$ cat config.mk
export PLATFORM = sky130hd
export DESIGN_NAME = integer_to_ascii_radix_core
export DESIGN_NICKNAME = d
export VERILOG_FILES = /design/src/design/i2a_pkg.sv /design/src/design/i2a_front.sv /design/src/design/i2a_queue.sv /design/src/design/i2a_back.sv /design/src/design/integer_to_ascii_radix_core.sv
export SDC_FILE = /design/constraint.sdc
export NUM_CORES = 1
export LEC_CHECK = 0
export BUFFER_PORTS_ARGS = -buffer_cell sky130_fd_sc_hd__buf_2
export CAP_MARGIN = 20
export CORE_MARGIN = 10
export CORE_UTILIZATION = 50
export DETAILED_ROUTE_END_ITERATION = 8
export PLACE_DENSITY = 0.71
export SLEW_MARGIN = 20
export SYNTH_ARGS = -nofsm -noshare
export SYNTH_HDL_FRONTEND = slang
export SYNTH_SLANG_ARGS = --single-unit
$ cat constraint.sdc
create_clock -name clock -period 4.4 [get_ports clock]
set_clock_uncertainty 0.15 [all_clocks]
set_input_delay 0.88 -clock clock [delete_from_list [all_inputs] [get_ports clock]]
set_output_delay 0.88 -clock clock [all_outputs]
set_load 0.1 [all_outputs]
$ cat src/design/i2a_pkg.sv
// Package for the integer to ASCII radix converter.
// Holds widths, the queue item type, back-end states and the digit table.
// No dependencies.
package i2a_pkg;

   localparam int VALUE_WIDTH = 64;
   localparam int CHAR_WIDTH  = 8;
   localparam int DEC_DIGITS  = 20;
   localparam int HEX_DIGITS  = VALUE_WIDTH / 4;
   localparam int BCD_WIDTH   = DEC_DIGITS * 4;
   localparam int COUNT_WIDTH = $clog2(DEC_DIGITS + 1);
   localparam int BIT_WIDTH   = $clog2(VALUE_WIDTH);
   localparam int QUEUE_DEPTH = 2;

   localparam logic [CHAR_WIDTH-1:0] CHAR_MINUS = 8'h2D;

   // classified item handed from the front end to the back end
   typedef struct packed {
      logic [VALUE_WIDTH-1:0] magnitude;
      logic                   negative;
      logic                   hex;
   } i2a_item_type;

   typedef enum logic [2:0] {
      ST_IDLE,
      ST_CONV,
      ST_STRIP,
      ST_SIGN,
      ST_EMIT
   } i2a_state_type;

   // map one digit to its ASCII code, lower-case letters for hex
   function automatic logic [CHAR_WIDTH-1:0] digit_char(input logic [3:0] digit);
      logic [CHAR_WIDTH-1:0] code;
      if (digit < 4'd10) begin
         code = 8'h30 + {4'd0, digit};
      end else begin
         code = 8'h57 + {4'd0, digit};
      end
      return code;
   endfunction

endpackage

$ cat src/design/i2a_front.sv
// Front end of the integer to ASCII converter: accepts words and classifies them.
// Takes the magnitude and sign of signed decimal operands. Depends on i2a_pkg.
module i2a_front (
   input  logic                           req_tvalid,
   output logic                           req_tready,
   input  logic [i2a_pkg::VALUE_WIDTH-1:0] value_bits,
   input  logic                           signed_mode,
   input  logic                           hex_mode,
   output logic                           push_valid,
   input  logic                           push_ready,
   output i2a_pkg::i2a_item_type          push_item
);
   import i2a_pkg::*;

   logic is_negative;

   // signed flag only counts in decimal mode
   assign is_negative = signed_mode & ~hex_mode & value_bits[VALUE_WIDTH-1];

   // negate as an unsigned quantity so the most negative value stays exact
   always_comb begin
      push_item.negative  = is_negative;
      push_item.hex       = hex_mode;
      push_item.magnitude = is_negative ? (~value_bits + 64'd1) : value_bits;
   end

   assign push_valid = req_tvalid;
   assign req_tready = push_ready;

endmodule

$ cat src/design/i2a_queue.sv
// Short queue between the front and back ends of the converter.
// Holds classified items so each side stalls on its own. Depends on i2a_pkg.
module i2a_queue #(
   parameter int Depth = i2a_pkg::QUEUE_DEPTH
) (
   input  logic                  clock,
   input  logic                  reset,
   input  logic                  push_valid,
   output logic                  push_ready,
   input  i2a_pkg::i2a_item_type push_item,
   output logic                  pop_valid,
   input  logic                  pop_ready,
   output i2a_pkg::i2a_item_type pop_item
);
   import i2a_pkg::*;

   localparam int PtrWidth = (Depth > 1) ? $clog2(Depth) : 1;
   localparam int CntWidth = $clog2(Depth + 1);
   localparam logic [PtrWidth-1:0] LastPtr = PtrWidth'(Depth - 1);
   localparam logic [CntWidth-1:0] FullCnt = CntWidth'(Depth);

   i2a_item_type          entry_ff [Depth];
   logic [PtrWidth-1:0]   wr_ptr_ff, wr_ptr_in;
   logic [PtrWidth-1:0]   rd_ptr_ff, rd_ptr_in;
   logic [CntWidth-1:0]   count_ff, count_in;
   logic                  do_push, do_pop;

   assign push_ready = (count_ff != FullCnt);
   assign pop_valid  = (count_ff != '0);
   assign pop_item   = entry_ff[rd_ptr_ff];
   assign do_push    = push_valid & push_ready;
   assign do_pop     = pop_valid & pop_ready;

   // advance pointers with wrap at the depth
   always_comb begin
      wr_ptr_in = wr_ptr_ff;
      rd_ptr_in = rd_ptr_ff;
      count_in  = count_ff;
      if (do_push) begin
         wr_ptr_in = (wr_ptr_ff == LastPtr) ? '0 : wr_ptr_ff + 1'b1;
      end
      if (do_pop) begin
         rd_ptr_in = (rd_ptr_ff == LastPtr) ? '0 : rd_ptr_ff + 1'b1;
      end
      if (do_push && !do_pop) begin
         count_in = count_ff + 1'b1;
      end else if (do_pop && !do_push) begin
         count_in = count_ff - 1'b1;
      end
   end

   always_ff @(posedge clock) begin
      if (reset) begin
         wr_ptr_ff <= '0;
         rd_ptr_ff <= '0;
         count_ff  <= '0;
      end else begin
         wr_ptr_ff <= wr_ptr_in;
         rd_ptr_ff <= rd_ptr_in;
         count_ff  <= count_in;
      end
   end

   // store the pushed item
   always_ff @(posedge clock) begin
      if (do_push) begin
         entry_ff[wr_ptr_ff] <= push_item;
      end
   end

endmodule

$ cat src/design/i2a_back.sv
// Back end of the integer to ASCII converter: double-dabble BCD conversion,
// leading-zero strip and character emit through an output register. Depends on i2a_pkg.
module i2a_back (
   input  logic                           clock,
   input  logic                           reset,
   input  logic                           pop_valid,
   output logic                           pop_ready,
   input  i2a_pkg::i2a_item_type          pop_item,
   output logic                           rsp_tvalid,
   input  logic                           rsp_tready,
   output logic [i2a_pkg::CHAR_WIDTH-1:0] char_code,
   output logic                           last_char
);
   import i2a_pkg::*;

   i2a_state_type           state_ff, state_in;
   logic [VALUE_WIDTH-1:0]  mag_ff;
   logic                    neg_ff;
   logic [BCD_WIDTH-1:0]    digits_ff;
   logic [BCD_WIDTH-1:0]    digits_adj;
   logic [COUNT_WIDTH-1:0]  count_ff;
   logic [BIT_WIDTH-1:0]    bit_ff;
   logic                    out_valid_ff;
   logic [CHAR_WIDTH-1:0]   out_char_ff;
   logic                    out_last_ff;

   logic [3:0] top_digit;
   logic       out_free;
   logic       top_zero;
   logic       one_left;
   logic       load, conv_step, strip_step, sign_emit, digit_emit;

   assign top_digit = digits_ff[BCD_WIDTH-1 -: 4];
   assign top_zero  = (top_digit == 4'd0);
   assign one_left  = (count_ff == COUNT_WIDTH'(1));
   assign out_free  = ~out_valid_ff | rsp_tready;

   // add three to every BCD digit of five or more before the shift
   always_comb begin
      for (int d = 0; d < DEC_DIGITS; d++) begin
         digits_adj[d*4 +: 4] = (digits_ff[d*4 +: 4] >= 4'd5) ?
                                digits_ff[d*4 +: 4] + 4'd3 : digits_ff[d*4 +: 4];
      end
   end

   // next state
   always_comb begin
      state_in = state_ff;
      unique case (state_ff)
         ST_IDLE: begin
            if (pop_valid) begin
               state_in = pop_item.hex ? ST_STRIP : ST_CONV;
            end
         end
         ST_CONV: begin
            if (bit_ff == BIT_WIDTH'(VALUE_WIDTH - 1)) begin
               state_in = ST_STRIP;
            end
         end
         ST_STRIP: begin
            if (one_left || !top_zero) begin
               state_in = neg_ff ? ST_SIGN : ST_EMIT;
            end
         end
         ST_SIGN: begin
            if (out_free) begin
               state_in = ST_EMIT;
            end
         end
         ST_EMIT: begin
            if (out_free && one_left) begin
               state_in = ST_IDLE;
            end
         end
         default: state_in = ST_IDLE;
      endcase
   end

   // control outputs
   always_comb begin
      load       = 1'b0;
      conv_step  = 1'b0;
      strip_step = 1'b0;
      sign_emit  = 1'b0;
      digit_emit = 1'b0;
      unique case (state_ff)
         ST_IDLE:  load       = pop_valid;
         ST_CONV:  conv_step  = 1'b1;
         ST_STRIP: strip_step = top_zero & ~one_left;
         ST_SIGN:  sign_emit  = out_free;
         ST_EMIT:  digit_emit = out_free;
         default: ;
      endcase
   end

   assign pop_ready = load;

   always_ff @(posedge clock) begin
      if (reset) begin
         state_ff     <= ST_IDLE;
         out_valid_ff <= 1'b0;
      end else begin
         state_ff <= state_in;
         if (sign_emit || digit_emit) begin
            out_valid_ff <= 1'b1;
         end else if (rsp_tready) begin
            out_valid_ff <= 1'b0;
         end
      end
   end

   // datapath: load, shift-and-add, strip leading zeros, emit digits
   always_ff @(posedge clock) begin
      if (load) begin
         neg_ff <= pop_item.negative;
         mag_ff <= pop_item.magnitude;
         bit_ff <= '0;
         if (pop_item.hex) begin
            digits_ff <= {pop_item.magnitude, {(BCD_WIDTH - VALUE_WIDTH){1'b0}}};
            count_ff  <= COUNT_WIDTH'(HEX_DIGITS);
         end else begin
            digits_ff <= '0;
            count_ff  <= COUNT_WIDTH'(DEC_DIGITS);
         end
      end else if (conv_step) begin
         digits_ff <= {digits_adj[BCD_WIDTH-2:0], mag_ff[VALUE_WIDTH-1]};
         mag_ff    <= {mag_ff[VALUE_WIDTH-2:0], 1'b0};
         bit_ff    <= bit_ff + 1'b1;
      end else if (strip_step || digit_emit) begin
         digits_ff <= {digits_ff[BCD_WIDTH-5:0], 4'd0};
         count_ff  <= count_ff - 1'b1;
      end
   end

   // hold the character until the sink takes it
   always_ff @(posedge clock) begin
      if (sign_emit) begin
         out_char_ff <= CHAR_MINUS;
         out_last_ff <= 1'b0;
      end else if (digit_emit) begin
         out_char_ff <= digit_char(top_digit);
         out_last_ff <= one_left;
      end
   end

   assign rsp_tvalid = out_valid_ff;
   assign char_code  = out_char_ff;
   assign last_char  = out_last_ff;

endmodule

$ cat src/design/integer_to_ascii_radix_core.sv
// Top level of the integer to ASCII radix converter.
// Instantiates i2a_front, i2a_queue and i2a_back; depends on i2a_pkg.
//
//   channel  | direction | tdata               | tuser / tlast
//   req_     | in        | value_bits[63:0]    | tuser: signed_mode, hex_mode
//   rsp_     | out       | char_code[7:0]      | tlast: last_char
//
// Decimal items are loaded, run through the shift-and-add BCD loop, then have
// leading zeros stripped and are emitted a character at a time while the sink
// is ready; hex items skip the loop and go straight to the strip.
// Reset is synchronous, active high, and empties the queue and output register.
// While it has room the queue takes new words as the back end works; a stalled rsp_
// side holds the output register and back end, and the front end on a full queue.
module integer_to_ascii_radix_core #(
   parameter int QueueDepth = i2a_pkg::QUEUE_DEPTH
) (
   input  logic                           clock,
   input  logic                           reset,
   input  logic                           req_tvalid,
   output logic                           req_tready,
   input  logic [i2a_pkg::VALUE_WIDTH-1:0] req_tdata,  // value_bits[63:0]
   input  logic [1:0]                     req_tuser,  // [0] signed_mode, [1] hex_mode
   output logic                           rsp_tvalid,
   input  logic                           rsp_tready,
   output logic [i2a_pkg::CHAR_WIDTH-1:0] rsp_tdata,  // char_code[7:0]
   output logic                           rsp_tlast
);
   import i2a_pkg::*;

   logic         push_valid, push_ready;
   logic         pop_valid, pop_ready;
   i2a_item_type push_item, pop_item;

   i2a_front u_front (
      .req_tvalid  (req_tvalid),
      .req_tready  (req_tready),
      .value_bits  (req_tdata),
      .signed_mode (req_tuser[0]),
      .hex_mode    (req_tuser[1]),
      .push_valid  (push_valid),
      .push_ready  (push_ready),
      .push_item   (push_item)
   );

   i2a_queue #(
      .Depth (QueueDepth)
   ) u_queue (
      .clock      (clock),
      .reset      (reset),
      .push_valid (push_valid),
      .push_ready (push_ready),
      .push_item  (push_item),
      .pop_valid  (pop_valid),
      .pop_ready  (pop_ready),
      .pop_item   (pop_item)
   );

   i2a_back u_back (
      .clock      (clock),
      .reset      (reset),
      .pop_valid  (pop_valid),
      .pop_ready  (pop_ready),
      .pop_item   (pop_item),
      .rsp_tvalid (rsp_tvalid),
      .rsp_tready (rsp_tready),
      .char_code  (rsp_tdata),
      .last_char  (rsp_tlast)
   );

endmodule
==> flow_metrics.env <==
export IMPL_outcome="finished, final reports clean"
export IMPL_seqPwrFrac_pct=42.5
export IMPL_wl_per_cell_um=18.3
export IMPL_r2r_end="u_back.digits_ff[25]"
export IMPL_hold_viol_final=0
export IMPL_dieArea_mm2=0.0384
export IMPL_p_sw_share_pct=37.7
export IMPL_syn_avg_cell_area_um2=11.3
export IMPL_row_count=64
export IMPL_yosys_warnings=0
export IMPL_syn_inst=1369
export IMPL_yosys_cell_types_count=61
export IMPL_crit_path_end="u_back.digits_ff[25]"
export IMPL_syn_nets=1485
export IMPL_reg2regPathDepth=7
export IMPL_dp_cells=1801
export IMPL_dr_pass1_iters=6
export IMPL_arrival_ns=3.31
export IMPL_drc=0
export IMPL_max_slew_margin_pct=37.8
export IMPL_pwr_share_clk_pct=22.0
export IMPL_drt_wl_total_um=34200
export IMPL_cp_startpoint="u_back.state_ff[2]"
export IMPL_vias=10843
export IMPL_start_kind="register"
export IMPL_dp_hpwl_um=22500
export IMPL_ant_nets=0
export IMPL_core_mm2=0.0306
export IMPL_die_y_um=196
export IMPL_clockBufferDepth=3
export IMPL_gp_congestion=0.830
export IMPL_grt_pass1_wl_um=54800
export IMPL_switching_power_mw=4.98
export IMPL_htree_levels=2
export IMPL_fillCellCount=2537
export IMPL_post_cts_buffers=0
export IMPL_tightestPinTransition_ns=0.933
export IMPL_areaGrowthSynthToFinish_pct=13.1
export IMPL_grt_max_degree=88
export IMPL_clock_latency_ns=0.54
export IMPL_vdd_ir_drop_max_mv=0.380
export IMPL_clk_pin_slew_worst_paths_ns=0.05
export IMPL_post_route_min_period_ns=3.24
export IMPL_p_int_mw=8.24
export IMPL_fin_nets=1558
export IMPL_critPathMaxFanout=87
export IMPL_endpoint_kind="register"
export IMPL_antenna_found_initial=0
export IMPL_p_comb_share_pct=35.5
export IMPL_final_common_cell="edfxtp_1"
export IMPL_drive_gt1_share_pct=11.6
export IMPL_die_x_um=196
export IMPL_port_buffers=79
export IMPL_syn_cell_area_mm2=0.0155
export IMPL_r2r_setup_slack_ns=1.16
export IMPL_hold_class="reg -> reg"
export IMPL_crit_type="reg -> reg"
export IMPL_cts_tree="built"
export IMPL_tns_ns=0
export IMPL_synth_seq_area_share_pct=57.7
export IMPL_antenna_cells=0
export IMPL_grt_pass1_vias=10600
export IMPL_synth_ff_type="edfxtp_1"
export IMPL_grt_overflow=0
export IMPL_num_io_pins=81
export IMPL_synth_edff_count=282
export IMPL_rsz0062_at_grt="false"
export IMPL_final_area_mm2=0.0175
export IMPL_ctsHoldBuffers=0
export IMPL_layout_cells_non_filler=1864
export IMPL_p_leak_nw=6.27
export IMPL_grt_usage_pct=17.2
export IMPL_fmaxAchievable_mhz=309
export IMPL_setup_viol=0
export IMPL_root_buffer="clkbuf_16"
export IMPL_initial_core_util_pct=50.6
export IMPL_cellPowerDensity_mw_per_mm2=756
export IMPL_viasPerCell=5.82
export IMPL_clkSinkCount=305
export IMPL_drtIter0Drc=969
export IMPL_cts_resized=0
export IMPL_timing_max_cap_violations=0
export IMPL_dpl_cell_area_mm2=0.0163
export IMPL_utilization_pct=57.2
export IMPL_post_route_period_util_pct=73.6
export IMPL_r2r_start="u_back.state_ff[2]"
export IMPL_final_cell_mix="edfxtp_1 (282), nand2_1 (165), o21ai_0 (145)"
export IMPL_numCtsBuffers=35
export IMPL_cp_required_ns=4.47
export IMPL_async_reset_ff_share_pct=0
export IMPL_ys_ff_latch=305
export IMPL_maxSlewViolCount=0
==> synth_stat cells, types with 3 or more instances <==
master,n,area (um^2)
o221ai_1,31,272
mux2i_1,64,641
dfxtp_1,23,460
or4_1,6,45.0
a22oi_1,13,97.6
nor3b_1,16,120
o41ai_1,4,35.0
nand3b_1,3,22.5
o31ai_1,9,67.6
nand2_1,166,623
buf_1,12,45.0
nand4_1,6,37.5
nor3_1,13,65.1
o21ai_0,145,726
nand3_1,13,65.1
xor2_1,40,350
nor2_1,87,327
ha_1,46,576
clkbuf_1,45,169
nand2b_1,25,156
or4_4,3,33.8
a31oi_1,8,50.1
a211oi_1,5,37.5
or3_1,9,56.3
inv_1,54,203
nor4_1,13,81.3
a21oi_1,98,490
o31ai_2,3,37.5
edfxtp_1,282,8470
xnor2_1,59,517
o32a_1,16,160
nor2b_1,14,87.6
==> per-stage QoR <==
| stage | power (mW) | hold WS, ns | setup WS (ns) |
|---|---|---|---|
| 3_3_place_gp | 10.1 | 0.272 | 0.969 |
| 2_1_floorplan | 9.02 | 0.301 | 0.207 |
| 6_report | 13.2 | 0.292 | 1.16 |
| 4_1_cts | 13.3 | 0.302 | 1.15 |
| 5_1_grt | 14.1 | 0.324 | 0.980 |
| 3_5_place_dp | 10.3 | 0.289 | 0.912 |
==> cells by family after synthesis <==
| kind of cell | count (synthesis) | synth area share, % |
|---|---|---|
| adders and majority gates | 46 | 3.72 |
| buffers and inverters | 116 | 2.89 |
| DFF | 305 | 57.7 |
| other | 1 | 0.0242 |
| AOI/OAI and AO/OA | 349 | 13.9 |
| and+or+nand+nor | 387 | 11.8 |
| xor gates and xnor gates | 99 | 5.60 |
| muxes | 66 | 4.29 |
==> final cells by class <==
type / count / area [um^2] / area share (%)
clock inverters: 18 / 256 / 1.47
flip-flops and latches: 305 / 8930 / 51.1
repair buffers: 96 / 548 / 3.13
multi-input cells: 948 / 6140 / 35.1
clock buffers: 45 / 913 / 5.22
well taps: 396 / 495 / 2.83
inverters: 56 / 211 / 1.21
==> registers in the layout, indices dropped and copies added, names as in the netlist, 2 cells and up, named ones only <==
name	cells
u_back.char_code	7
u_queue.entry_ff	132
u_back.mag_ff	64
u_queue.count_ff	2
u_back.bit_ff	6
u_back.state_ff	3
u_back.count_ff	5
u_back.digits_ff	80
==> worst min-delay path by stage <==
stage,from,end,slack [ns],cells after the start
3_3_place_gp,u_back.char_code[5],u_back.char_code[5],0.27,1
5_1_grt,u_back.char_code[5],u_back.char_code[5],0.32,1
3_5_place_dp,u_back.char_code[5],u_back.char_code[5],0.29,1
4_1_cts,u_back.char_code[5],u_back.char_code[5],0.30,1
6_report,u_back.char_code[5],u_back.char_code[5],0.29,1
2_1_floorplan,u_back.bit_ff[1],u_back.bit_ff[1],0.30,2
==> metal layers <==
metal  vias to the layer above  share of wire (%)  global-route usage, %
met5                         -                  0                      0
met3                        40                7.0                   2.92
met1                      5220                 47                   24.8
li1                       5213                  -                      -
met2                       370                 45                   26.2
met4                         0                1.5                   4.50
==> power groups by stage <==
stage	Clock [mW]	Combinational, mW	Sequential, mW
final	2.91	4.69	5.61
after CTS	2.96	4.73	5.60
after floorplan	0	3.40	5.62
after detailed placement	0	4.68	5.64
after global routing	3.08	5.31	5.74
after global placement	0	4.54	5.61
==> worst max-delay path, stage by stage, from the launching register on <==
cell      delay, ns
dfxtp_1        0.41
or4_4          0.83
inv_2          0.39
nor2_4         0.09
buf_4          0.30
clkinv_2       0.12
buf_12         0.35
o221ai_1       0.18
Note: power is estimated with default switching activity, not from simulation.
